$ cat config.mk
export PLATFORM = sky130hd
export DESIGN_NAME = flight_phase_sequencer
export DESIGN_NICKNAME = d
export VERILOG_FILES = /design/src/hdl/fps_pkg.sv /design/src/hdl/fps_cfg_regs.sv /design/src/hdl/fps_core.sv /design/src/hdl/flight_phase_sequencer.sv
export SDC_FILE = /design/constraint.sdc
export NUM_CORES = 1
export LEC_CHECK = 0
export ABC_AREA = 1
export BUFFER_PORTS_ARGS = -buffer_cell sky130_fd_sc_hd__buf_2
export CORE_UTILIZATION = 30
export DETAILED_ROUTE_END_ITERATION = 12
export GPL_TIMING_DRIVEN = 0
export PLACE_DENSITY_LB_ADDON = 0.12
export SLEW_MARGIN = 20
export SYNTH_ARGS = -nofsm -noshare
export SYNTH_HDL_FRONTEND = slang
export SYNTH_HIERARCHICAL = 1
export SYNTH_SLANG_ARGS = --single-unit
$ cat constraint.sdc
create_clock -name clk -period 5.35 [get_ports clk]
set_clock_uncertainty 0.2 [all_clocks]
set_input_delay 0.2675 -clock clk [delete_from_list [all_inputs] [get_ports clk]]
set_output_delay 0.2675 -clock clk [all_outputs]
set_load 0.01 [all_outputs]
$ cat src/hdl/fps_pkg.sv
package fps_pkg;

  // field widths
  localparam int TIME_W  = 32;
  localparam int CMD_W   = 2;
  localparam int ANGLE_W = 16;
  localparam int ALT_W   = 24;
  localparam int PHASE_W = 3;
  localparam int SD_W    = 2;

  // configuration register widths
  localparam int BURN_W    = 16;
  localparam int ABORT_W   = 15;
  localparam int SPACING_W = 16;
  localparam int CHECK_W   = 16;
  localparam int MARGIN_W  = 17;
  localparam int CFG_IDX_W = 3;
  localparam int CFG_DAT_W = 17;

  // previous average minus descent margin, signed
  localparam int DIFF_W = 25;

  localparam int SAMPLE_COUNT_DEF = 8;

  // configuration register indexes
  localparam logic [CFG_IDX_W-1:0] CFG_BURN_TIME = 3'd0;
  localparam logic [CFG_IDX_W-1:0] CFG_ABORT_ANG = 3'd1;
  localparam logic [CFG_IDX_W-1:0] CFG_SPACING   = 3'd2;
  localparam logic [CFG_IDX_W-1:0] CFG_CHECK     = 3'd3;
  localparam logic [CFG_IDX_W-1:0] CFG_MARGIN    = 3'd4;

  // configuration reset values
  localparam logic [BURN_W-1:0]    BURN_RST    = 16'd3000;
  localparam logic [ABORT_W-1:0]   ABORT_RST   = 15'd3000;
  localparam logic [SPACING_W-1:0] SPACING_RST = 16'd50;
  localparam logic [CHECK_W-1:0]   CHECK_RST   = 16'd1000;
  localparam logic [MARGIN_W-1:0]  MARGIN_RST  = 17'd100;

  // radio commands
  localparam logic [CMD_W-1:0] CMD_NONE      = 2'd0;
  localparam logic [CMD_W-1:0] CMD_CALIBRATE = 2'd1;
  localparam logic [CMD_W-1:0] CMD_LAUNCH    = 2'd2;
  localparam logic [CMD_W-1:0] CMD_RESET     = 2'd3;

  // sd dump status codes
  localparam logic [SD_W-1:0] SD_NONE    = 2'd0;
  localparam logic [SD_W-1:0] SD_DUMPING = 2'd1;
  localparam logic [SD_W-1:0] SD_OK      = 2'd2;
  localparam logic [SD_W-1:0] SD_FAIL    = 2'd3;

  // external phase codes
  localparam logic [PHASE_W-1:0] PH_PAD       = 3'd0;
  localparam logic [PHASE_W-1:0] PH_CALIBRATE = 3'd1;
  localparam logic [PHASE_W-1:0] PH_COUNTDOWN = 3'd2;
  localparam logic [PHASE_W-1:0] PH_ASCENT    = 3'd3;
  localparam logic [PHASE_W-1:0] PH_UNPOWERED = 3'd4;
  localparam logic [PHASE_W-1:0] PH_DESCENT   = 3'd5;
  localparam logic [PHASE_W-1:0] PH_ABORT     = 3'd6;
  localparam logic [PHASE_W-1:0] PH_GROUND    = 3'd7;

  // flight phase state, one-hot
  typedef enum logic [7:0] {
    ST_PAD       = 8'b0000_0001,
    ST_CALIBRATE = 8'b0000_0010,
    ST_COUNTDOWN = 8'b0000_0100,
    ST_ASCENT    = 8'b0000_1000,
    ST_UNPOWERED = 8'b0001_0000,
    ST_DESCENT   = 8'b0010_0000,
    ST_ABORT     = 8'b0100_0000,
    ST_GROUND    = 8'b1000_0000
  } phase_t;

  typedef struct packed {
    logic [BURN_W-1:0]    burn_time_ms;
    logic [ABORT_W-1:0]   abort_angle;
    logic [SPACING_W-1:0] sample_spacing_ms;
    logic [CHECK_W-1:0]   check_interval_ms;
    logic [MARGIN_W-1:0]  descent_margin;
  } cfg_t;

  typedef struct packed {
    logic [TIME_W-1:0]         now_ms;
    logic [CMD_W-1:0]          command;
    logic                      launch_detected;
    logic signed [ANGLE_W-1:0] pitch_angle;
    logic signed [ANGLE_W-1:0] yaw_angle;
    logic signed [ALT_W-1:0]   altitude;
    logic                      dump_ok;
  } item_t;

  typedef struct packed {
    logic [PHASE_W-1:0] phase;
    logic [SD_W-1:0]    sd_status;
    logic               launch_arm;
    logic               separation_fire;
    logic               control_active;
    logic               sensor_reset_pulse;
    logic               log_sample;
  } result_t;

  // one-hot state to external phase code
  function automatic logic [PHASE_W-1:0] phase_code(phase_t st);
    logic [PHASE_W-1:0] code;
    case (st)
      ST_PAD:       code = PH_PAD;
      ST_CALIBRATE: code = PH_CALIBRATE;
      ST_COUNTDOWN: code = PH_COUNTDOWN;
      ST_ASCENT:    code = PH_ASCENT;
      ST_UNPOWERED: code = PH_UNPOWERED;
      ST_DESCENT:   code = PH_DESCENT;
      ST_ABORT:     code = PH_ABORT;
      ST_GROUND:    code = PH_GROUND;
      default:      code = PH_PAD;
    endcase
    return code;
  endfunction

endpackage

$ cat src/hdl/fps_cfg_regs.sv
module fps_cfg_regs
  import fps_pkg::*;
(
  input  logic                 clk,
  input  logic                 rst_n,
  input  logic                 cfg_valid,
  output logic                 cfg_ready,
  input  logic [CFG_IDX_W-1:0] cfg_index,
  input  logic [CFG_DAT_W-1:0] cfg_data,
  output cfg_t                 cfg
);

  cfg_t cfg_r;

  // register file always takes a transfer
  assign cfg_ready = 1'b1;

  // register write, masked to each register width
  always_ff @(posedge clk) begin
    if (!rst_n) begin
      cfg_r.burn_time_ms      <= BURN_RST;
      cfg_r.abort_angle       <= ABORT_RST;
      cfg_r.sample_spacing_ms <= SPACING_RST;
      cfg_r.check_interval_ms <= CHECK_RST;
      cfg_r.descent_margin    <= MARGIN_RST;
    end else if (cfg_valid) begin
      case (cfg_index)
        CFG_BURN_TIME: cfg_r.burn_time_ms      <= cfg_data[BURN_W-1:0];
        CFG_ABORT_ANG: cfg_r.abort_angle       <= cfg_data[ABORT_W-1:0];
        CFG_SPACING:   cfg_r.sample_spacing_ms <= cfg_data[SPACING_W-1:0];
        CFG_CHECK:     cfg_r.check_interval_ms <= cfg_data[CHECK_W-1:0];
        CFG_MARGIN:    cfg_r.descent_margin    <= cfg_data[MARGIN_W-1:0];
        default: begin
        end
      endcase
    end
  end

  assign cfg = cfg_r;

endmodule

$ cat src/hdl/fps_core.sv
module fps_core
  import fps_pkg::*;
#(
  parameter int SAMPLE_COUNT = SAMPLE_COUNT_DEF
) (
  input  logic    clk,
  input  logic    rst_n,
  input  logic    step_en,
  input  item_t   item,
  input  cfg_t    cfg,
  output result_t result
);

  // derived widths for the averaging path
  localparam int LOG_N  = $clog2(SAMPLE_COUNT);
  localparam int CNT_W  = $clog2(SAMPLE_COUNT + 1);
  localparam int SUM_W  = ALT_W + LOG_N;
  localparam int CMP_W  = DIFF_W + CNT_W + 1;
  // offset sum is unsigned and below 2^SUM_W
  localparam int UW     = SUM_W;
  localparam int RW     = UW + 1;
  localparam int SHIFT  = UW + LOG_N;
  localparam int PROD_W = UW + RW;
  localparam logic [63:0] RECIP_64 =
    ((64'd1 << SHIFT) + 64'(SAMPLE_COUNT) - 64'd1) / 64'(SAMPLE_COUNT);
  localparam logic [RW-1:0] RECIP  = RECIP_64[RW-1:0];
  localparam logic [UW:0]   OFFSET = (UW + 1)'(SAMPLE_COUNT) << (ALT_W - 1);

  // state registers
  phase_t                    phase_r, phase_nxt;
  logic [SD_W-1:0]           sd_r, sd_nxt;
  logic [TIME_W-1:0]         launch_time_r, launch_time_nxt;
  logic [TIME_W-1:0]         mark_r, mark_nxt;
  logic                      sampling_r, sampling_nxt;
  logic [CNT_W-1:0]          cnt_r, cnt_nxt;
  logic signed [SUM_W-1:0]   sum_r, sum_nxt;
  logic signed [ALT_W-1:0]   prev_avg_r;
  logic                      arm_r, arm_nxt;
  logic                      sep_r, sep_nxt;
  logic                      ctrl_r, ctrl_nxt;

  // averaging pipeline
  logic                      pend_r;
  logic [UW-1:0]             pend_sum_r;
  logic                      pend_set;
  logic [UW-1:0]             pend_sum_nxt;
  logic [PROD_W-1:0]         prod;
  logic [ALT_W-1:0]          quot;
  logic signed [ALT_W-1:0]   avg;

  // datapath
  logic [ANGLE_W:0]          abs_pitch, abs_yaw;
  logic [TIME_W-1:0]         since_mark, since_launch;
  logic [CNT_W-1:0]          cnt_inc;
  logic signed [SUM_W-1:0]   full_sum;
  logic signed [DIFF_W-1:0]  diff;
  logic signed [CMP_W-1:0]   thresh;
  logic                      below;
  logic                      pulse, logs;

  // attitude magnitudes
  assign abs_pitch = item.pitch_angle[ANGLE_W-1] ?
                     ((ANGLE_W + 1)'(0) - (ANGLE_W + 1)'(item.pitch_angle)) :
                     (ANGLE_W + 1)'(item.pitch_angle);
  assign abs_yaw   = item.yaw_angle[ANGLE_W-1] ?
                     ((ANGLE_W + 1)'(0) - (ANGLE_W + 1)'(item.yaw_angle)) :
                     (ANGLE_W + 1)'(item.yaw_angle);

  // wrapping elapsed times
  assign since_mark   = item.now_ms - mark_r;
  assign since_launch = item.now_ms - launch_time_r;

  // sample sum and apogee threshold: floor(sum/N) < prev - margin iff sum < (prev - margin)*N
  assign cnt_inc  = cnt_r + CNT_W'(1);
  assign full_sum = sum_r + SUM_W'(item.altitude);
  assign diff     = DIFF_W'(prev_avg_r) - $signed(DIFF_W'(cfg.descent_margin));
  assign thresh   = $signed(CMP_W'(diff)) * $signed(CMP_W'(SAMPLE_COUNT));
  assign below    = $signed(CMP_W'(full_sum)) < thresh;
  assign pend_sum_nxt = UW'((UW + 1)'(full_sum) + OFFSET);

  // phase sequencing
  always_comb begin
    phase_nxt       = phase_r;
    sd_nxt          = sd_r;
    launch_time_nxt = launch_time_r;
    mark_nxt        = mark_r;
    sampling_nxt    = sampling_r;
    cnt_nxt         = cnt_r;
    sum_nxt         = sum_r;
    arm_nxt         = arm_r;
    sep_nxt         = sep_r;
    ctrl_nxt        = ctrl_r;
    pulse           = 1'b0;
    logs            = 1'b0;
    pend_set        = 1'b0;
    case (phase_r)
      ST_PAD: begin
        if (item.command == CMD_CALIBRATE) begin
          pulse     = 1'b1;
          phase_nxt = ST_CALIBRATE;
        end
      end
      ST_CALIBRATE: begin
        if (item.command == CMD_LAUNCH) begin
          phase_nxt = ST_COUNTDOWN;
        end
      end
      ST_COUNTDOWN: begin
        arm_nxt = 1'b1;
        if (item.launch_detected) begin
          launch_time_nxt = item.now_ms;
          ctrl_nxt        = 1'b1;
          phase_nxt       = ST_ASCENT;
        end
      end
      ST_ASCENT: begin
        arm_nxt = 1'b0;
        logs    = 1'b1;
        if (abs_pitch >= (ANGLE_W + 1)'(cfg.abort_angle) ||
            abs_yaw >= (ANGLE_W + 1)'(cfg.abort_angle)) begin
          phase_nxt = ST_ABORT;
        end else if (since_launch >= TIME_W'(cfg.burn_time_ms)) begin
          mark_nxt  = item.now_ms;
          phase_nxt = ST_UNPOWERED;
        end
      end
      ST_UNPOWERED: begin
        logs = 1'b1;
        if (!sampling_r) begin
          // idle gap before a burst, no sample on the starting step
          if (since_mark > TIME_W'(cfg.check_interval_ms)) begin
            sampling_nxt = 1'b1;
          end
        end else if (since_mark >= TIME_W'(cfg.sample_spacing_ms)) begin
          mark_nxt = item.now_ms;
          if (cnt_inc < CNT_W'(SAMPLE_COUNT)) begin
            cnt_nxt = cnt_inc;
            sum_nxt = full_sum;
          end else begin
            sampling_nxt = 1'b0;
            cnt_nxt      = '0;
            sum_nxt      = '0;
            if (below) begin
              ctrl_nxt  = 1'b0;
              phase_nxt = ST_DESCENT;
            end else begin
              pend_set = 1'b1;
            end
          end
        end
      end
      ST_DESCENT, ST_ABORT: begin
        sep_nxt   = 1'b1;
        sd_nxt    = item.dump_ok ? SD_OK : SD_FAIL;
        phase_nxt = ST_GROUND;
      end
      ST_GROUND: begin
      end
      default: begin
      end
    endcase
    if (item.command == CMD_RESET) begin
      phase_nxt = ST_PAD;
    end
  end

  // state update on each processed step
  always_ff @(posedge clk) begin
    if (!rst_n) begin
      phase_r       <= ST_PAD;
      sd_r          <= SD_NONE;
      launch_time_r <= '0;
      mark_r        <= '0;
      sampling_r    <= 1'b0;
      cnt_r         <= '0;
      sum_r         <= '0;
      arm_r         <= 1'b0;
      sep_r         <= 1'b0;
      ctrl_r        <= 1'b0;
    end else if (step_en) begin
      phase_r       <= phase_nxt;
      sd_r          <= sd_nxt;
      launch_time_r <= launch_time_nxt;
      mark_r        <= mark_nxt;
      sampling_r    <= sampling_nxt;
      cnt_r         <= cnt_nxt;
      sum_r         <= sum_nxt;
      arm_r         <= arm_nxt;
      sep_r         <= sep_nxt;
      ctrl_r        <= ctrl_nxt;
    end
  end

  // burst average by reciprocal multiply of the offset sum, registered in the cycle after the burst
  assign prod = PROD_W'(pend_sum_r) * PROD_W'(RECIP);
  assign quot = prod[SHIFT +: ALT_W];
  assign avg  = $signed({~quot[ALT_W-1], quot[ALT_W-2:0]});

  always_ff @(posedge clk) begin
    if (!rst_n) begin
      pend_r <= 1'b0;
    end else begin
      pend_r <= step_en && pend_set;
    end
  end

  always_ff @(posedge clk) begin
    if (step_en && pend_set) begin
      pend_sum_r <= pend_sum_nxt;
    end
  end

  always_ff @(posedge clk) begin
    if (!rst_n) begin
      prev_avg_r <= '0;
    end else if (pend_r) begin
      prev_avg_r <= avg;
    end
  end

  // values after the step
  always_comb begin
    result.phase              = phase_code(phase_nxt);
    result.sd_status          = sd_nxt;
    result.launch_arm         = arm_nxt;
    result.separation_fire    = sep_nxt;
    result.control_active     = ctrl_nxt;
    result.sensor_reset_pulse = pulse;
    result.log_sample         = logs;
  end

  // checks
  a_cnt_range: assert property (@(posedge clk) disable iff (!rst_n)
    cnt_r < CNT_W'(SAMPLE_COUNT))
    else $error("sample counter beyond burst length");

  a_pend_no_burst: assert property (@(posedge clk) disable iff (!rst_n)
    pend_r |-> !(step_en && pend_set))
    else $error("burst completed while average still pending");

  a_sd_no_dumping: assert property (@(posedge clk) disable iff (!rst_n)
    sd_r != SD_DUMPING)
    else $error("transient dumping status stored");

  a_ctrl_in_flight: assert property (@(posedge clk) disable iff (!rst_n)
    (phase_r == ST_ASCENT || phase_r == ST_UNPOWERED) |-> ctrl_r)
    else $error("control inactive during ascent");

  a_pulse_from_pad: assert property (@(posedge clk) disable iff (!rst_n)
    (step_en && pulse) |=> (phase_r == ST_CALIBRATE || phase_r == ST_PAD))
    else $error("calibrate pulse without calibrate entry");

endmodule

$ cat src/hdl/flight_phase_sequencer.sv
// channel  direction  handshake              payload
// in       input      in_valid / in_ready    now_ms command launch_detected pitch yaw alt dump_ok
// out      output     out_valid / out_ready  phase sd_status arm separation control pulse log
// cfg      input      cfg_valid / cfg_ready  cfg_index (3 bit), cfg_data (17 bit)
//
// one item per cycle while out_ready is high; a transfer lands in the input register, the
// step logic updates the phase state and writes the result register when the item advances
// the burst average reaches its register in the cycle after a burst ends
// reset loads the configuration defaults and clears all phase and sampling state
// out_ready low holds the result; one more item waits in the input register,
// then in_ready falls; cfg_ready is always high
module flight_phase_sequencer
  import fps_pkg::*;
#(
  parameter int SAMPLE_COUNT = SAMPLE_COUNT_DEF
) (
  input  logic                      clk,
  input  logic                      rst_n,
  input  logic                      in_valid,
  output logic                      in_ready,
  input  logic [TIME_W-1:0]         in_now_ms,
  input  logic [CMD_W-1:0]          in_command,
  input  logic                      in_launch_detected,
  input  logic signed [ANGLE_W-1:0] in_pitch_angle,
  input  logic signed [ANGLE_W-1:0] in_yaw_angle,
  input  logic signed [ALT_W-1:0]   in_altitude,
  input  logic                      in_dump_ok,
  output logic                      out_valid,
  input  logic                      out_ready,
  output logic [PHASE_W-1:0]        out_phase,
  output logic [SD_W-1:0]           out_sd_status,
  output logic                      out_launch_arm,
  output logic                      out_separation_fire,
  output logic                      out_control_active,
  output logic                      out_sensor_reset_pulse,
  output logic                      out_log_sample,
  input  logic                      cfg_valid,
  output logic                      cfg_ready,
  input  logic [CFG_IDX_W-1:0]      cfg_index,
  input  logic [CFG_DAT_W-1:0]      cfg_data
);

  cfg_t    cfg;
  item_t   item_r;
  logic    in_valid_r;
  result_t step_res;
  result_t result_r;
  logic    out_valid_r;
  logic    advance;

  fps_cfg_regs u_cfg (
    .clk       (clk),
    .rst_n     (rst_n),
    .cfg_valid (cfg_valid),
    .cfg_ready (cfg_ready),
    .cfg_index (cfg_index),
    .cfg_data  (cfg_data),
    .cfg       (cfg)
  );

  // held item moves on when the result register is free or draining
  assign advance  = in_valid_r && (!out_valid_r || out_ready);
  assign in_ready = !in_valid_r || advance;

  // input register
  always_ff @(posedge clk) begin
    if (!rst_n) begin
      in_valid_r <= 1'b0;
    end else if (in_ready) begin
      in_valid_r <= in_valid;
    end
  end

  always_ff @(posedge clk) begin
    if (in_valid && in_ready) begin
      item_r.now_ms          <= in_now_ms;
      item_r.command         <= in_command;
      item_r.launch_detected <= in_launch_detected;
      item_r.pitch_angle     <= in_pitch_angle;
      item_r.yaw_angle       <= in_yaw_angle;
      item_r.altitude        <= in_altitude;
      item_r.dump_ok         <= in_dump_ok;
    end
  end

  fps_core #(
    .SAMPLE_COUNT (SAMPLE_COUNT)
  ) u_core (
    .clk     (clk),
    .rst_n   (rst_n),
    .step_en (advance),
    .item    (item_r),
    .cfg     (cfg),
    .result  (step_res)
  );

  // result register
  always_ff @(posedge clk) begin
    if (!rst_n) begin
      out_valid_r <= 1'b0;
    end else if (advance) begin
      out_valid_r <= 1'b1;
    end else if (out_ready) begin
      out_valid_r <= 1'b0;
    end
  end

  always_ff @(posedge clk) begin
    if (advance) begin
      result_r <= step_res;
    end
  end

  assign out_valid              = out_valid_r;
  assign out_phase              = result_r.phase;
  assign out_sd_status          = result_r.sd_status;
  assign out_launch_arm         = result_r.launch_arm;
  assign out_separation_fire    = result_r.separation_fire;
  assign out_control_active     = result_r.control_active;
  assign out_sensor_reset_pulse = result_r.sensor_reset_pulse;
  assign out_log_sample         = result_r.log_sample;

endmodule

# Word level (Yosys, flattened, before mapping)
# Cells that the tools add are included.
# Widths: inputs -> output; s select.
[op_classes]
eq_ne = 25
n_bitwise = 1
n_mux = 44
magnitude_cmp = 7
n_reduce_logical = 22
n_addsub = 8
[ops]
columns = ["operator", "count"]
rows = [
  ["$mux 32", 4],
  ["$mux 8", 10],
  ["$ge 32x16->1", 2],
  ["$pmux 32 s2", 1],
  ["$sub 32x32->32", 2],
  ["$pmux 8 s6", 1],
  ["$ge 17x15->1", 2],
  ["$mux 17", 2],
  ["$sub 1x16->17 const A", 2],
  ["$gt 32x16->1", 1],
  ["$lt 27x28->1", 1],
  ["$add 27x24->27", 1],
  ["$add 27x27->27 const B", 1],
  ["$mux 27", 1],
  ["$sub 24x18->25", 1],
  ["$pmux 3 s7", 1],
  ["$mux 1", 20],
  ["$eq 8x2->1 const B", 2],
  ["$eq 8x3->1 const B", 2],
  ["$eq 8x4->1 const B", 2],
  ["$eq 8x5->1 const B", 2],
  ["$eq 8x6->1 const B", 2],
  ["$eq 8x7->1 const B", 2],
  ["$reduce_and 2->1", 6],
  ["24 further kinds", 36],
]
[word_totals]
out_inout_bits = 13
input_bits = 117
register_bits = 345
word_cells = 141

# Depth between registers and ports, before layout
# Gate-level depths: netlist (run 1).
[depth]
depth_word = 10
depth_mapped = 34
mapped_depth_nobuf = 34

# Cells and area by module
# Netlist (run 1), hierarchy kept.
[modules_own_cells]
columns = ["module", "area_per_inst_um2", "instances", "cells_each", "seq_area_each_um2"]
rows = [
  ["fps_core", 15916.5, 1, 2532, 3383.2],
  ["flight_phase_sequencer", 3158.0, 1, 115, 3103.0],
  ["fps_cfg_regs", 3144.3, 1, 440, 1601.5],
]

# Worst setup path before layout (run 1)
# Ideal clock, no wire load.
[synth_timing]
path_type = "reg-to-reg"
startpoint = "register u_core.prev_avg_r[0]"
endpoint = "register u_core.pend_sum_r[10], enable pin"
slack_ps = -495
path_buffers = 0
setup_ps = 435
required_ps = 4715
period_less_slack_ps = 5845
path_stages_with_launch = 27
arrival_ps = 5210
path_cell_list = "dfxtp_1 -> inv_1 -> ha_1 -> inv_1 -> fa_1 -> nand3_1 -> nand2_1 -> a21oi_1 -> o21bai_1 -> a21oi_1 -> o21bai_1 -> a21boi_0 -> o21ai_0 -> a21oi_1 -> nand3_1 -> o21bai_1 -> inv_1 -> ha_1 -> nand2_1 -> nor2_1 -> a211oi_1 -> o21ai_0 -> a21oi_1 -> nand3b_1 -> nand2_1 -> inv_1 -> nor3_1"
[synth_between]
elab_chain_len = 8
[synth_lines]
columns = ["item", "line", "text"]
rows = [
  ["start: declaration", "fps_core.sv:37", "logic signed [ALT_W-1:0] prev_avg_r;"],
  ["start signal: assignment", "fps_core.sv:217", "prev_avg_r <= avg;"],
  ["$sub 24x18->25", "fps_core.sv:76", "assign diff = DIFF_W'(prev_avg_r) - $signed(DIFF_W'(cfg.descent_margin));"],
  ["$lt 27x28->1", "fps_core.sv:78", "assign below = $signed(CMP_W'(full_sum)) < thresh;"],
  ["$mux 1", "fps_core.sv:143", "if (below) begin"],
  ["$mux 1", "fps_core.sv:136", "if (cnt_inc < CNT_W'(SAMPLE_COUNT)) begin"],
  ["$mux 1", "fps_core.sv:134", "end else if (since_mark >= TIME_W'(cfg.sample_spacing_ms)) begin"],
  ["$mux 1", "fps_core.sv:129", "if (!sampling_r) begin"],
  ["$mux 1", "fps_core.sv:96", "case (phase_r)"],
  ["$logic_and 1x1->1", "fps_core.sv:208", "if (step_en && pend_set) begin"],
  ["end signal: assignment", "fps_core.sv:209", "pend_sum_r <= pend_sum_nxt;"],
  ["end: declaration", "fps_core.sv:44", "logic [UW-1:0] pend_sum_r;"],
]
# Every way passes these cells.
# A chain may end at the register's enable or synchronous reset.

==> results_dict.tcl, run 1 <==
set metrics [dict create \
    outcome "finished with violations" \
    violations "design-rule violations" \
    antenna_found_initial 1 \
    cts_made_buffers 45 \
    crit_arrival_ns 5.05 \
    p_sw_frac 0.2877 \
    nets 3720 \
    crit_path_max_incr_delay_ns 0.36 \
    synth_warnings 6 \
    synth_area_leaders "dfxtp_1, edfxtp_1, nand2_1" \
    clkTransAtPathRegs_ns 0.06 \
    area_growth_pct 21.46 \
    cap_violations 0 \
    fin_crit_ns 4.913 \
    row_count 99 \
    holdWs_ns 0.1687 \
    combPwrFrac 0.163 \
    required_ns 5.48 \
    yosysTopAreaCell "dfxtp_1" \
    num_vias 19850 \
    gp_congestion 0.8969 \
    ant_nets 0 \
    grt_max_degree 50 \
    wl_per_cell_um 15.28 \
    ys_ff_latch 341 \
    pre_cts_slack_ns -0.4431 \
    dp_hpwl_mm 52.98 \
    slew_violations 0 \
    drc 4 \
    p_int_mw 5.002 \
    p_leak_nw 12.89 \
    drt_iter0_drc 882 \
    io_pins 130 \
    tightestPinTransition_ns 0.8456 \
    period_share 0.9183 \
    drt_pre_antenna_iters 10 \
    yosysSeqAreaShare 0.3640 \
    power_density_nw_per_um2 260.2 \
    cp_max_fo 8 \
    p_seq_frac 0.405 \
    cts_sinks 341 \
    fmax_mhz 203.5 \
    cp_slowest_cell "fa_2" \
    cts_tree "done" \
    worst_path_most_repeated_cell "nand2_1" \
    start_util 0.3040 \
    layout-drive-gt1-share 0.09109 \
    wirelength_mm 66.99 \
    grt_pass1_wl_mm 106.1 \
    grt_usage 0.1790 \
    clockBufferDepth 3 \
    dpl_cell_area_um2 24130 \
    crit_family "compound AO/OA/AOI/OAI gates" \
    worst_setup_path_end_kind "flip-flop" \
    grt_remaining_overflow 0 \
    ctsRootBufferMaster "clkbuf_16" \
    rsz0062_at_grt "false" \
    htreeDepth 2 \
    die_x_um 274.1 \
    irDropWorstVdd_uv 253.3 \
    antenna_cells 0 \
    clockPowerShare 0.432 \
    ys_types 57 \
    p_switching_mw 2.021 \
    netlist_area_um2 22220 \
    fin_area_um2 26990 \
    relSlewSlack 0.4363 \
    vias_per_cell 4.527 \
    hp-class "in2reg" \
    die_area_um2 75160 \
    avgSynthCellArea_um2 7.198 \
    setup_viol 0 \
    syn_nets 3418 \
    setup.worst_path.start_class "flip-flop" \
    io_buffer_count 128 \
    crit_type "reg2reg" \
    synth_top_area_share 0.1937 \
    clk_latency_ns 0.60 \
    grt_pass1_vias 19910 \
    worst_slack_ns 0.4369 \
    tns_ns 0 \
    timing.critical_path.buf_inv 2 \
    synth_cells 3087 \
    finalHoldViolCount 0 \
    core_area_um2 73080 \
    dieHeight_um 274.1 \
]
[logic make-up (layout without fill, tap and decap cells)]
| logic type | Yosys count | in the layout | share of synthesized area |
|---|---|---|---|
| fa+ha+maj | 214 | 214 | 0.1219 |
| simple gates | 1499 | 1499 | 0.2804 |
| xor+xnor | 106 | 106 | 0.04178 |
| other cells | 1 | 1 | 0.0001688 |
| buf+inv | 521 | 859 | 0.09376 |
| flops | 341 | 341 | 0.3640 |
| compound gates | 405 | 405 | 0.09804 |
[worst paths after layout]
check             depth (start not counted)                    end  slack, ns                   from
setup reg to reg                         32           out_phase[2]       0.44   u_core/prev_avg_r[0]
hold reg to reg                           1  u_core/prev_avg_r[23]       0.23  u_core/pend_sum_r[26]
setup / recovery                         32           out_phase[2]       0.44   u_core/prev_avg_r[0]
hold / removal                            2              item_r[2]       0.17         in_altitude[1]
[layout by cell type (no fill, tap or decap), drive strengths merged, types with 5 or more instances in the layout]
| cell | count |
|---|---|
| a211oi | 8 |
| a21boi | 5 |
| a21oi | 215 |
| a31oi | 6 |
| buf | 172 |
| clkbuf | 97 |
| clkinv | 14 |
| dfxtp | 215 |
| dlygate4sd3 | 120 |
| edfxtp | 126 |
| ha | 210 |
| inv | 451 |
| nand2 | 826 |
| nand3 | 182 |
| nand3b | 12 |
| nand4 | 26 |
| nor2 | 401 |
| nor3 | 28 |
| nor4 | 9 |
| o21ai | 135 |
| o21bai | 17 |
| or2 | 6 |
| xnor2 | 24 |
| xor2 | 82 |
[sequential cells by signal, summed over array words and instances (netlist names), 2 cells and up]
name                  flops
u_core/pend_sum_r        24
out_phase                 3
u_core/sd_r               2
u_core/sum_r             27
out_sd_status             2
u_core/cnt_r              3
u_core/launch_time_r     32
u_cfg/cfg                80
u_core/prev_avg_r        24
u_core/mark_r            32
u_core/phase_r            8
item_r                   92
[power groups by stage]
| stage | clock, mW | sequential [mW] | combinational, mW |
|---|---|---|---|
| 3_3_place_gp | 0 | 2.90 | 1.07 |
| 6_report | 3.04 | 2.84 | 1.15 |
| 5_1_grt | 3.25 | 2.85 | 1.32 |
| 3_5_place_dp | 0 | 2.90 | 1.08 |
| 2_1_floorplan | 0 | 2.87 | 0.756 |
| 4_1_cts | 3.16 | 2.84 | 1.15 |
[cells in the mapped netlist, drive strengths merged]
master and number:
o21a 4, conb 1, and3 3, inv 449, nor3b 2, o211ai 4
nand2 826, edfxtp 126, ha 210, o2111a 1, xnor2 24, dfxtp 215
nor4 9, clkbuf 32, clkinv 3, a31oi 6, o21ai 135, a41oi 1
and2 4, o31ai 2, or2 6, nor3 28, nand3 182, a21boi 5
nand4 26, fa 4, o2111ai 4, a211oi 8, o21bai 17, xor2 82
a21oi 215, a21o 1, o22ai 1, nand3b 12, o221ai 1, buf 37
nor2 401
[layout make-up]
class / count / area, µm²
plain buffers: 69 / 386.6
clock buffers: 65 / 1294
clock inverters: 18 / 181.4
fillers: 7851 / 46100
inverters: 452 / 1702
multi-input cells: 2225 / 12200
flip-flops and latches: 341 / 8088
well taps: 959 / 1200
repair buffers: 255 / 1938
[per-stage QoR]
| step | util | power [mW] | cells |
|---|---|---|---|
| final | 0.3693 | 7.023 | 4384 |
| after global routing | 0.3693 | 7.420 | 4384 |
| after CTS | 0.3672 | 7.149 | 4381 |
| after detailed placement | 0.3302 | 3.973 | 4177 |
| after global placement | 0.3293 | 3.975 | 4174 |
| after floorplan | - | 3.628 | 3087 |
[routing by layer]
| metal | vias to the layer above | GRT usage | wire (µm) | part of all wire |
|---|---|---|---|---|
| met5 | - | 0 | 0 | 0 |
| met4 | 0 | 0.06243 | 2164 | 0.032 |
| met3 | 113 | 0.02207 | 2064 | 0.031 |
| met2 | 251 | 0.3118 | 31760 | 0.47 |
| met1 | 8941 | 0.2261 | 31000 | 0.46 |
| li1 | 10540 | - | - | - |
[timing repair]
action	CTS	global route
setup buffers	1	3
gates resized for setup	3	31
endpoints found under the setup margin	29	31
hold endpoints to repair	171	0
pin swaps	1	10
hold buffers	120	0
[worst register-to-register path: cells and delay by family, from the launching register on]
kind	cells	cell delay, ns
and+or+nand+nor	15	1.31
xor gates and xnor gates	1	0.17
DFF	1	0.29
adders and majority gates	3	0.84
AOI/OAI and AO/OA	11	1.67
buffers and inverters	2	0.15
(Power assumes the default switching activity.)
==> run 2, diff against run 1 <==
--- a/config.mk
+++ b/config.mk
@@ -5,7 +5,6 @@
 export SDC_FILE = /design/constraint.sdc
 export NUM_CORES = 1
 export LEC_CHECK = 0
-export ABC_AREA = 1
 export BUFFER_PORTS_ARGS = -buffer_cell sky130_fd_sc_hd__buf_2
 export CORE_UTILIZATION = 30
 export DETAILED_ROUTE_END_ITERATION = 12
==> run 2 against run 1 <==
Utilization rose by 1.4 points. Sequential cell count did not move. Non-clock buffer count rose by 80. Critical path type unchanged. The run ends with negative setup slack left.
==> results_dict.tcl, run 2 <==
set metrics [dict create \
    outcome "finished with violations" \
    violations "negative setup slack" \
    wirelength_mm 67.67 \
    finalHoldViolCount 0 \
    relSlewSlack 0.1934 \
    drc 0 \
    dp_hpwl_mm 51.91 \
    min_to "u_cfg/cfg[49]" \
    io_buffer_count 124 \
    slew_violations 0 \
    synth_area_leaders "dfxtp_1, edfxtp_1, ha_1" \
    layout_common_cells "nand2_1, dfxtp_1, ha_1" \
    min_path_cells 3 \
    synth.most_common_cell "nand2_1" \
    cap_violations 0 \
    cp_slowest_cell "a2111oi_4" \
    power_mw 6.701 \
    die_area_um2 74250 \
    yosysTopAreaCell "dfxtp_1" \
    grt_pass1_vias 18760 \
    hp-class "in2reg" \
    antenna_cells 0 \
    register_area_um2 8088 \
    ys_ff_latch 341 \
    power_density_nw_per_um2 242.8 \
    core_area_um2 71980 \
    grt_remaining_overflow 0 \
    worst_r2r_path_depth 23 \
    clk_latency_ns 0.59 \
    ant_nets 0 \
    vias_per_cell 4.971 \
    cts_tree "done" \
    path_cells "ha_2 > fa_2 > a21o_1 > a21oi_2 > o21bai_2 > a2111oi_4 > o31ai_4 > a311o_1 > a221o_1 > and3_4 > a311o_1 > o221ai_2 > xnor2_2 > inv_2 > ha_4 > a2111oi_4 > a21oi_2 > a21oi_2 > and4_4 > nand3_4 > buf_4 > a22o_1 > buf_4" \
    io_pins 130 \
    largest_reg_flops 92 \
    fmax_mhz 174.5 \
    dpl_cell_area_um2 23970 \
    row_count 98 \
    period_share 1.071 \
    p_leak_nw 11.51 \
    netlist_area_um2 21950 \
    netlist_top_cells_count "nand2_1, dfxtp_1, ha_1" \
    yosys_most_used_dff "dfxtp_1" \
    layout-drive-gt1-share 0.1454 \
    dieHeight_um 272.5 \
    ctsRootBufferMaster "clkbuf_16" \
    worst_slack_ns -0.3793 \
    num_vias 18740 \
    multiInputGateArea_um2 13230 \
    required_ns 5.49 \
    holdWs_ns 0.03597 \
    crit_arrival_ns 5.87 \
    start_util 0.3049 \
    fin_area_um2 27600 \
    drt_pre_antenna_iters 8 \
    clkTransAtPathRegs_ns 0.06 \
    cts_made_buffers 43 \
    die_x_um 272.5 \
    setup.worst_path.start_class "flip-flop" \
    irDropWorstVdd_uv 211.4 \
    worst_path_most_repeated_cell "a21oi_2" \
    reg2reg_setup_slack_ns -0.38 \
    htreeDepth 2 \
    synth_edf_count 126 \
    yosysSeqAreaShare 0.3685 \
    nets 3117 \
    fin_crit_ns 5.729 \
    rr_startpoint "item_r[1]" \
    clockBufferDepth 3 \
    wl_per_cell_um 17.95 \
    tightestPinTransition_ns 1.207 \
    crit_type "reg2reg" \
    grt_usage 0.1806 \
    antenna_found_initial 0 \
    cts_sinks 341 \
    cp_max_fo 4 \
    crit_path_max_incr_delay_ns 0.42 \
    rsz0062_at_grt "true" \
    drt_iter0_drc 885 \
    ys_async_sr_fraction 0 \
    rr_endpoint "out_control_active" \
    ys_types 104 \
    avgSynthCellArea_um2 9.017 \
    area_growth_pct 25.74 \
    grt_max_degree 26 \
    final_common_cell "nand2_1" \
    syn_nets 2765 \
    grt_pass1_wl_mm 105.4 \
    synth_cells 2434 \
    setup_viol 56 \
    worstHoldStart "cfg_data[0]" \
    gp_congestion 0.8753 \
    synth_warnings 6 \
    synth_top_area_share 0.1961 \
    top_register "item_r" \
    worst_setup_path_end_kind "flip-flop" \
    num-fill-cells 7320 \
]
==> run 2: changes by cell type after synthesis, moves of 40 or more <==
cell	delta
o21ai_0	-40
xnor2_1	+49
nor2b_1	+62
xor2_1	-42
nand3_1	-147
nor2_1	-210
nand2_1	-535
mux2i_1	+147
inv_1	-259
a21o_1	+58
==> run 2: how the worst max path moves through the flow <==
stage,slack (ns),endpoint,depth (start not counted),start
CTS,-0.50,out_phase[0],24,item_r[1]
floorplan,0.02,out_phase[0],23,item_r[1]
detailed placement,-1.34,u_core/mark_r[31],26,item_r[60]
global route,-0.58,out_phase[0],23,item_r[1]
global placement,-1.30,u_core/mark_r[31],26,item_r[60]
finish,-0.38,out_control_active,23,item_r[1]
==> run 2: stage by stage <==
step	cells	util	setup WS (ns)	setup TNS, ns
after floorplan	2434	-	0.02378	0
after global placement	3508	0.3308	-1.297	-90.00
after detailed placement	3514	0.3331	-1.339	-79.79
after CTS	3739	0.3765	-0.5001	-13.99
after global routing	3769	0.3834	-0.5850	-22.13
final	3769	0.3834	-0.3793	-9.910
==> run 2: area by class of cell <==
type	instances	area share
multi-input combinational	1813	0.4794
timing repair buffer	307	0.09162
inverter	183	0.02489
buffer	97	0.01791
tap	950	0.04307
clock inverter	19	0.006664
clock buffer	59	0.04339
sequential	341	0.2930
==> run 2: what timing repair did <==
item                                    CTS  global route
gates cloned                              4             0
hold buffers                            112             0
buffers inserted                         33            33
endpoints found under the setup margin   97            97
gates resized for setup                  52            65
pin swaps                                31            39
hold endpoints to repair                163             0
==> run 2: kinds of logic after synthesis <==
logic type	Yosys count	synth area share
compound gates	553	0.1683
xor+xnor	113	0.04509
fa+ha+maj	214	0.1234
buf+inv	281	0.05227
flops	341	0.3685
mux	150	0.06858
other cells	1	0.0001709
simple gates	781	0.1738
==> run 2: metal layers <==
metal / GRT usage / vias up / part of all wire
met1: 0.2280 / 8950 / 0.46
met3: 0.02486 / 95 / 0.028
li1: - / 9420 / -
met4: 0.06727 / 0 / 0.033
met2: 0.3110 / 270 / 0.48
met5: 0 / - / 0
==> run 2: critical path: cells and delay by family, from the launching register on <==
family / cells / cell delay (ns)
AO/OA/AOI/OAI: 13 / 2.92
adder cells (fa/ha/maj): 3 / 0.78
AND/OR/NAND/NOR: 3 / 0.60
buffers and inverters: 3 / 0.44
flip-flops: 1 / 0.38
XOR/XNOR: 1 / 0.17
==> run 2: power by group <==
part / total, mW / switching (mW) / internal, mW
Combinational: 0.994 / 0.566 / 0.429
Clock: 2.89 / 1.22 / 1.67
Sequential: 2.82 / 0.0590 / 2.76
Total: 6.70 / 1.84 / 4.86
==> run 3, diff against run 2 <==
--- a/config.mk
+++ b/config.mk
@@ -6,10 +6,12 @@
 export NUM_CORES = 1
 export LEC_CHECK = 0
 export BUFFER_PORTS_ARGS = -buffer_cell sky130_fd_sc_hd__buf_2
+export CORE_ASPECT_RATIO = 0.9
 export CORE_UTILIZATION = 30
 export DETAILED_ROUTE_END_ITERATION = 12
 export GPL_TIMING_DRIVEN = 0
 export PLACE_DENSITY_LB_ADDON = 0.12
+export SETUP_SLACK_MARGIN = 0.15
 export SLEW_MARGIN = 20
 export SYNTH_ARGS = -nofsm -noshare
 export SYNTH_HDL_FRONTEND = slang
==> run 3 against run 2 <==
The run still ends with negative setup slack left. Register-to-register slack got worse by 0.17 ns. Via count rose by 0.43%. Combinational power rose by 5%. Utilization rose by 0.47 points. Die area barely moved. First-iteration DRC count rose by 15%. Critical path depth did not move. Sequential cell count did not move. Largest power group unchanged. Clock-buffer cell count rose by 7. Worst setup slack got worse by 0.17 ns.
==> results_dict.tcl, run 3 (synthesis gave the netlist of run 2 again) <==
set metrics [dict create \
    outcome "finished with violations" \
    violations "negative setup slack" \
    clockBufferDepth 3 \
    crit_arrival_ns 6.07 \
    htreeDepth 2 \
    setup_viol 30 \
    die_x_um 287.1 \
    p_switching_mw 1.874 \
    grt_pass1_wl_mm 105.9 \
    layout-drive-gt1-share 0.1509 \
    tightestPinTransition_ns 1.158 \
    largest_reg_flops 92 \
    worst_setup_path_end_kind "flip-flop" \
    utilization 0.3881 \
    wl_per_cell_um 18.20 \
    grt_max_degree 25 \
    cts_tree "done" \
    setup.worst_path.start_class "flip-flop" \
    p_sw_frac 0.2728 \
    area_growth_pct 27.16 \
    fin_crit_ns 5.897 \
    dp_hpwl_mm 52.39 \
    worstHoldStart "cfg_data[13]" \
    fin_area_um2 27910 \
    row_count 93 \
    grt_pass1_vias 18560 \
    required_ns 5.52 \
    power_mw 6.870 \
    p_leak_nw 11.59 \
    clkTransAtPathRegs_ns 0.06 \
    cts_made_buffers 44 \
    drt_pre_antenna_iters 5 \
    cp_max_fo 4 \
    p_int_mw 4.996 \
    io_pins 130 \
    combPwrFrac 0.151 \
    vias_per_cell 4.978 \
    finalHoldViolCount 0 \
    ctsRootBufferMaster "clkbuf_16" \
    period_share 1.102 \
    power_density_nw_per_um2 246.1 \
    irDropWorstVdd_uv 236.7 \
    grt_remaining_overflow 0 \
    drt_iter0_drc 1014 \
    final_common_cell "nand2_1" \
    nets 3127 \
    slew_violations 0 \
    dieHeight_um 258.6 \
    cts_sinks 341 \
    antenna_found_initial 2 \
    instances_no_fill 3780 \
    rr_startpoint "item_r[1]" \
    holdWs_ns 0.06311 \
    worst_slack_ns -0.5466 \
    clockPowerShare 0.439 \
    dpl_cell_area_um2 23970 \
    hp-class "in2reg" \
    clk_latency_ns 0.59 \
    gp_congestion 0.8676 \
    crit_path_max_incr_delay_ns 0.45 \
    layout_common_cells "nand2_1, dfxtp_1, ha_1" \
    drc 0 \
    cp_slowest_cell "edfxtp_1" \
    relSlewSlack 0.2264 \
    crit_type "reg2reg" \
    wirelength_mm 68.81 \
    grt_usage 0.1830 \
    start_util 0.3052 \
    fmax_mhz 169.6 \
    cap_violations 0 \
    top_register "item_r" \
    p_seq_frac 0.410 \
    post-place-cells 3512 \
    path_cells "ha_4 > fa_2 > a21o_1 > a21oi_2 > o21bai_2 > a2111oi_4 > o31ai_4 > a311o_1 > a221o_1 > and3_4 > a31o_2 > xor2_4 > ha_1 > a21o_1 > a21oi_2 > nand2_1 > o2111ai_4 > and4_4 > buf_6 > nand2_4 > nand2_4 > a211oi_2 > o41ai_2" \
    rsz0062_at_grt "true" \
    core_area_um2 71910 \
    critPathLaunch "item_r[1]" \
    die_area_um2 74250 \
    num_vias 18820 \
    io_buffer_count 124 \
    ant_nets 0 \
]
-- run 3: cell types whose count changed in the layout (fill, tap and decap cells not counted), sizes merged --
| cell | change |
|---|---|
| dlygate4sd3 | +5 |
| clkinvlp | +1 |
| bufinv | -2 |
| buf | +4 |
| inv | +2 |
| clkinv | -7 |
| diode | +1 |
| clkbuf | +7 |
-- run 3: layout make-up --
cell class / count / area, µm²
timing repair buffer: 315 / 2595
clock inverter: 13 / 107.6
antenna: 1 / 2.502
fill: 7229 / 44000
buffer: 98 / 489.2
inverter: 183 / 689.4
tap: 950 / 1189
clock buffer: 66 / 1381
sequential: 341 / 8088
multi-input combinational: 1813 / 13370
-- run 3: final timing paths --
kind                            cells past startpoint               endpoint  slack [ns]
worst max-delay path                               23           out_phase[0]       -0.55
worst min-delay path                                3          u_cfg/cfg[13]        0.06
worst max register to register                     23           out_phase[0]       -0.55
worst min register to register                      1  u_core/prev_avg_r[23]        0.23
-- run 3: repair_timing --
item | in CTS | in global routing
setup buffers | 39 | 28
hold buffers | 117 | 0
gates resized for setup | 77 | 60
endpoints found under the hold margin | 171 | 0
endpoints found under the setup margin | 97 | 96
gates cloned | 4 | 0
pin swaps | 46 | 49
-- run 3: through the flow --
stage | setup WS (ns) | TNS [ns]
5_1_grt | -0.7258 | -11.85
3_5_place_dp | -1.044 | -72.61
6_report | -0.5466 | -5.211
3_3_place_gp | -1.118 | -75.00
4_1_cts | -0.5674 | -3.022
2_1_floorplan | 0.06826 | 0
-- run 3: power by group through the flow --
stage | combinational (mW) | clock, mW | sequential (mW)
6_report | 1.04 | 3.01 | 2.82
3_3_place_gp | 0.856 | 0 | 2.88
3_5_place_dp | 0.880 | 0 | 2.87
4_1_cts | 1.00 | 3.12 | 2.82
5_1_grt | 1.15 | 3.23 | 2.82
2_1_floorplan | 0.588 | 0 | 2.85
-- run 3: critical path, delay by kind of cell, from the launching register on --
kind / cells / cell delay [ns]
AO/OA/AOI/OAI: 13 / 3.16
AND/OR/NAND/NOR: 5 / 0.73
adder cells (fa/ha/maj): 3 / 0.87
buffers and inverters: 1 / 0.10
XOR/XNOR: 1 / 0.17
flip-flops: 1 / 0.45
-- run 3: layer usage --
metal  track usage  share of wire
met5             0        0.00016
met3       0.02359          0.036
met4       0.05733          0.026
met1        0.2541           0.49
met2        0.2931           0.45
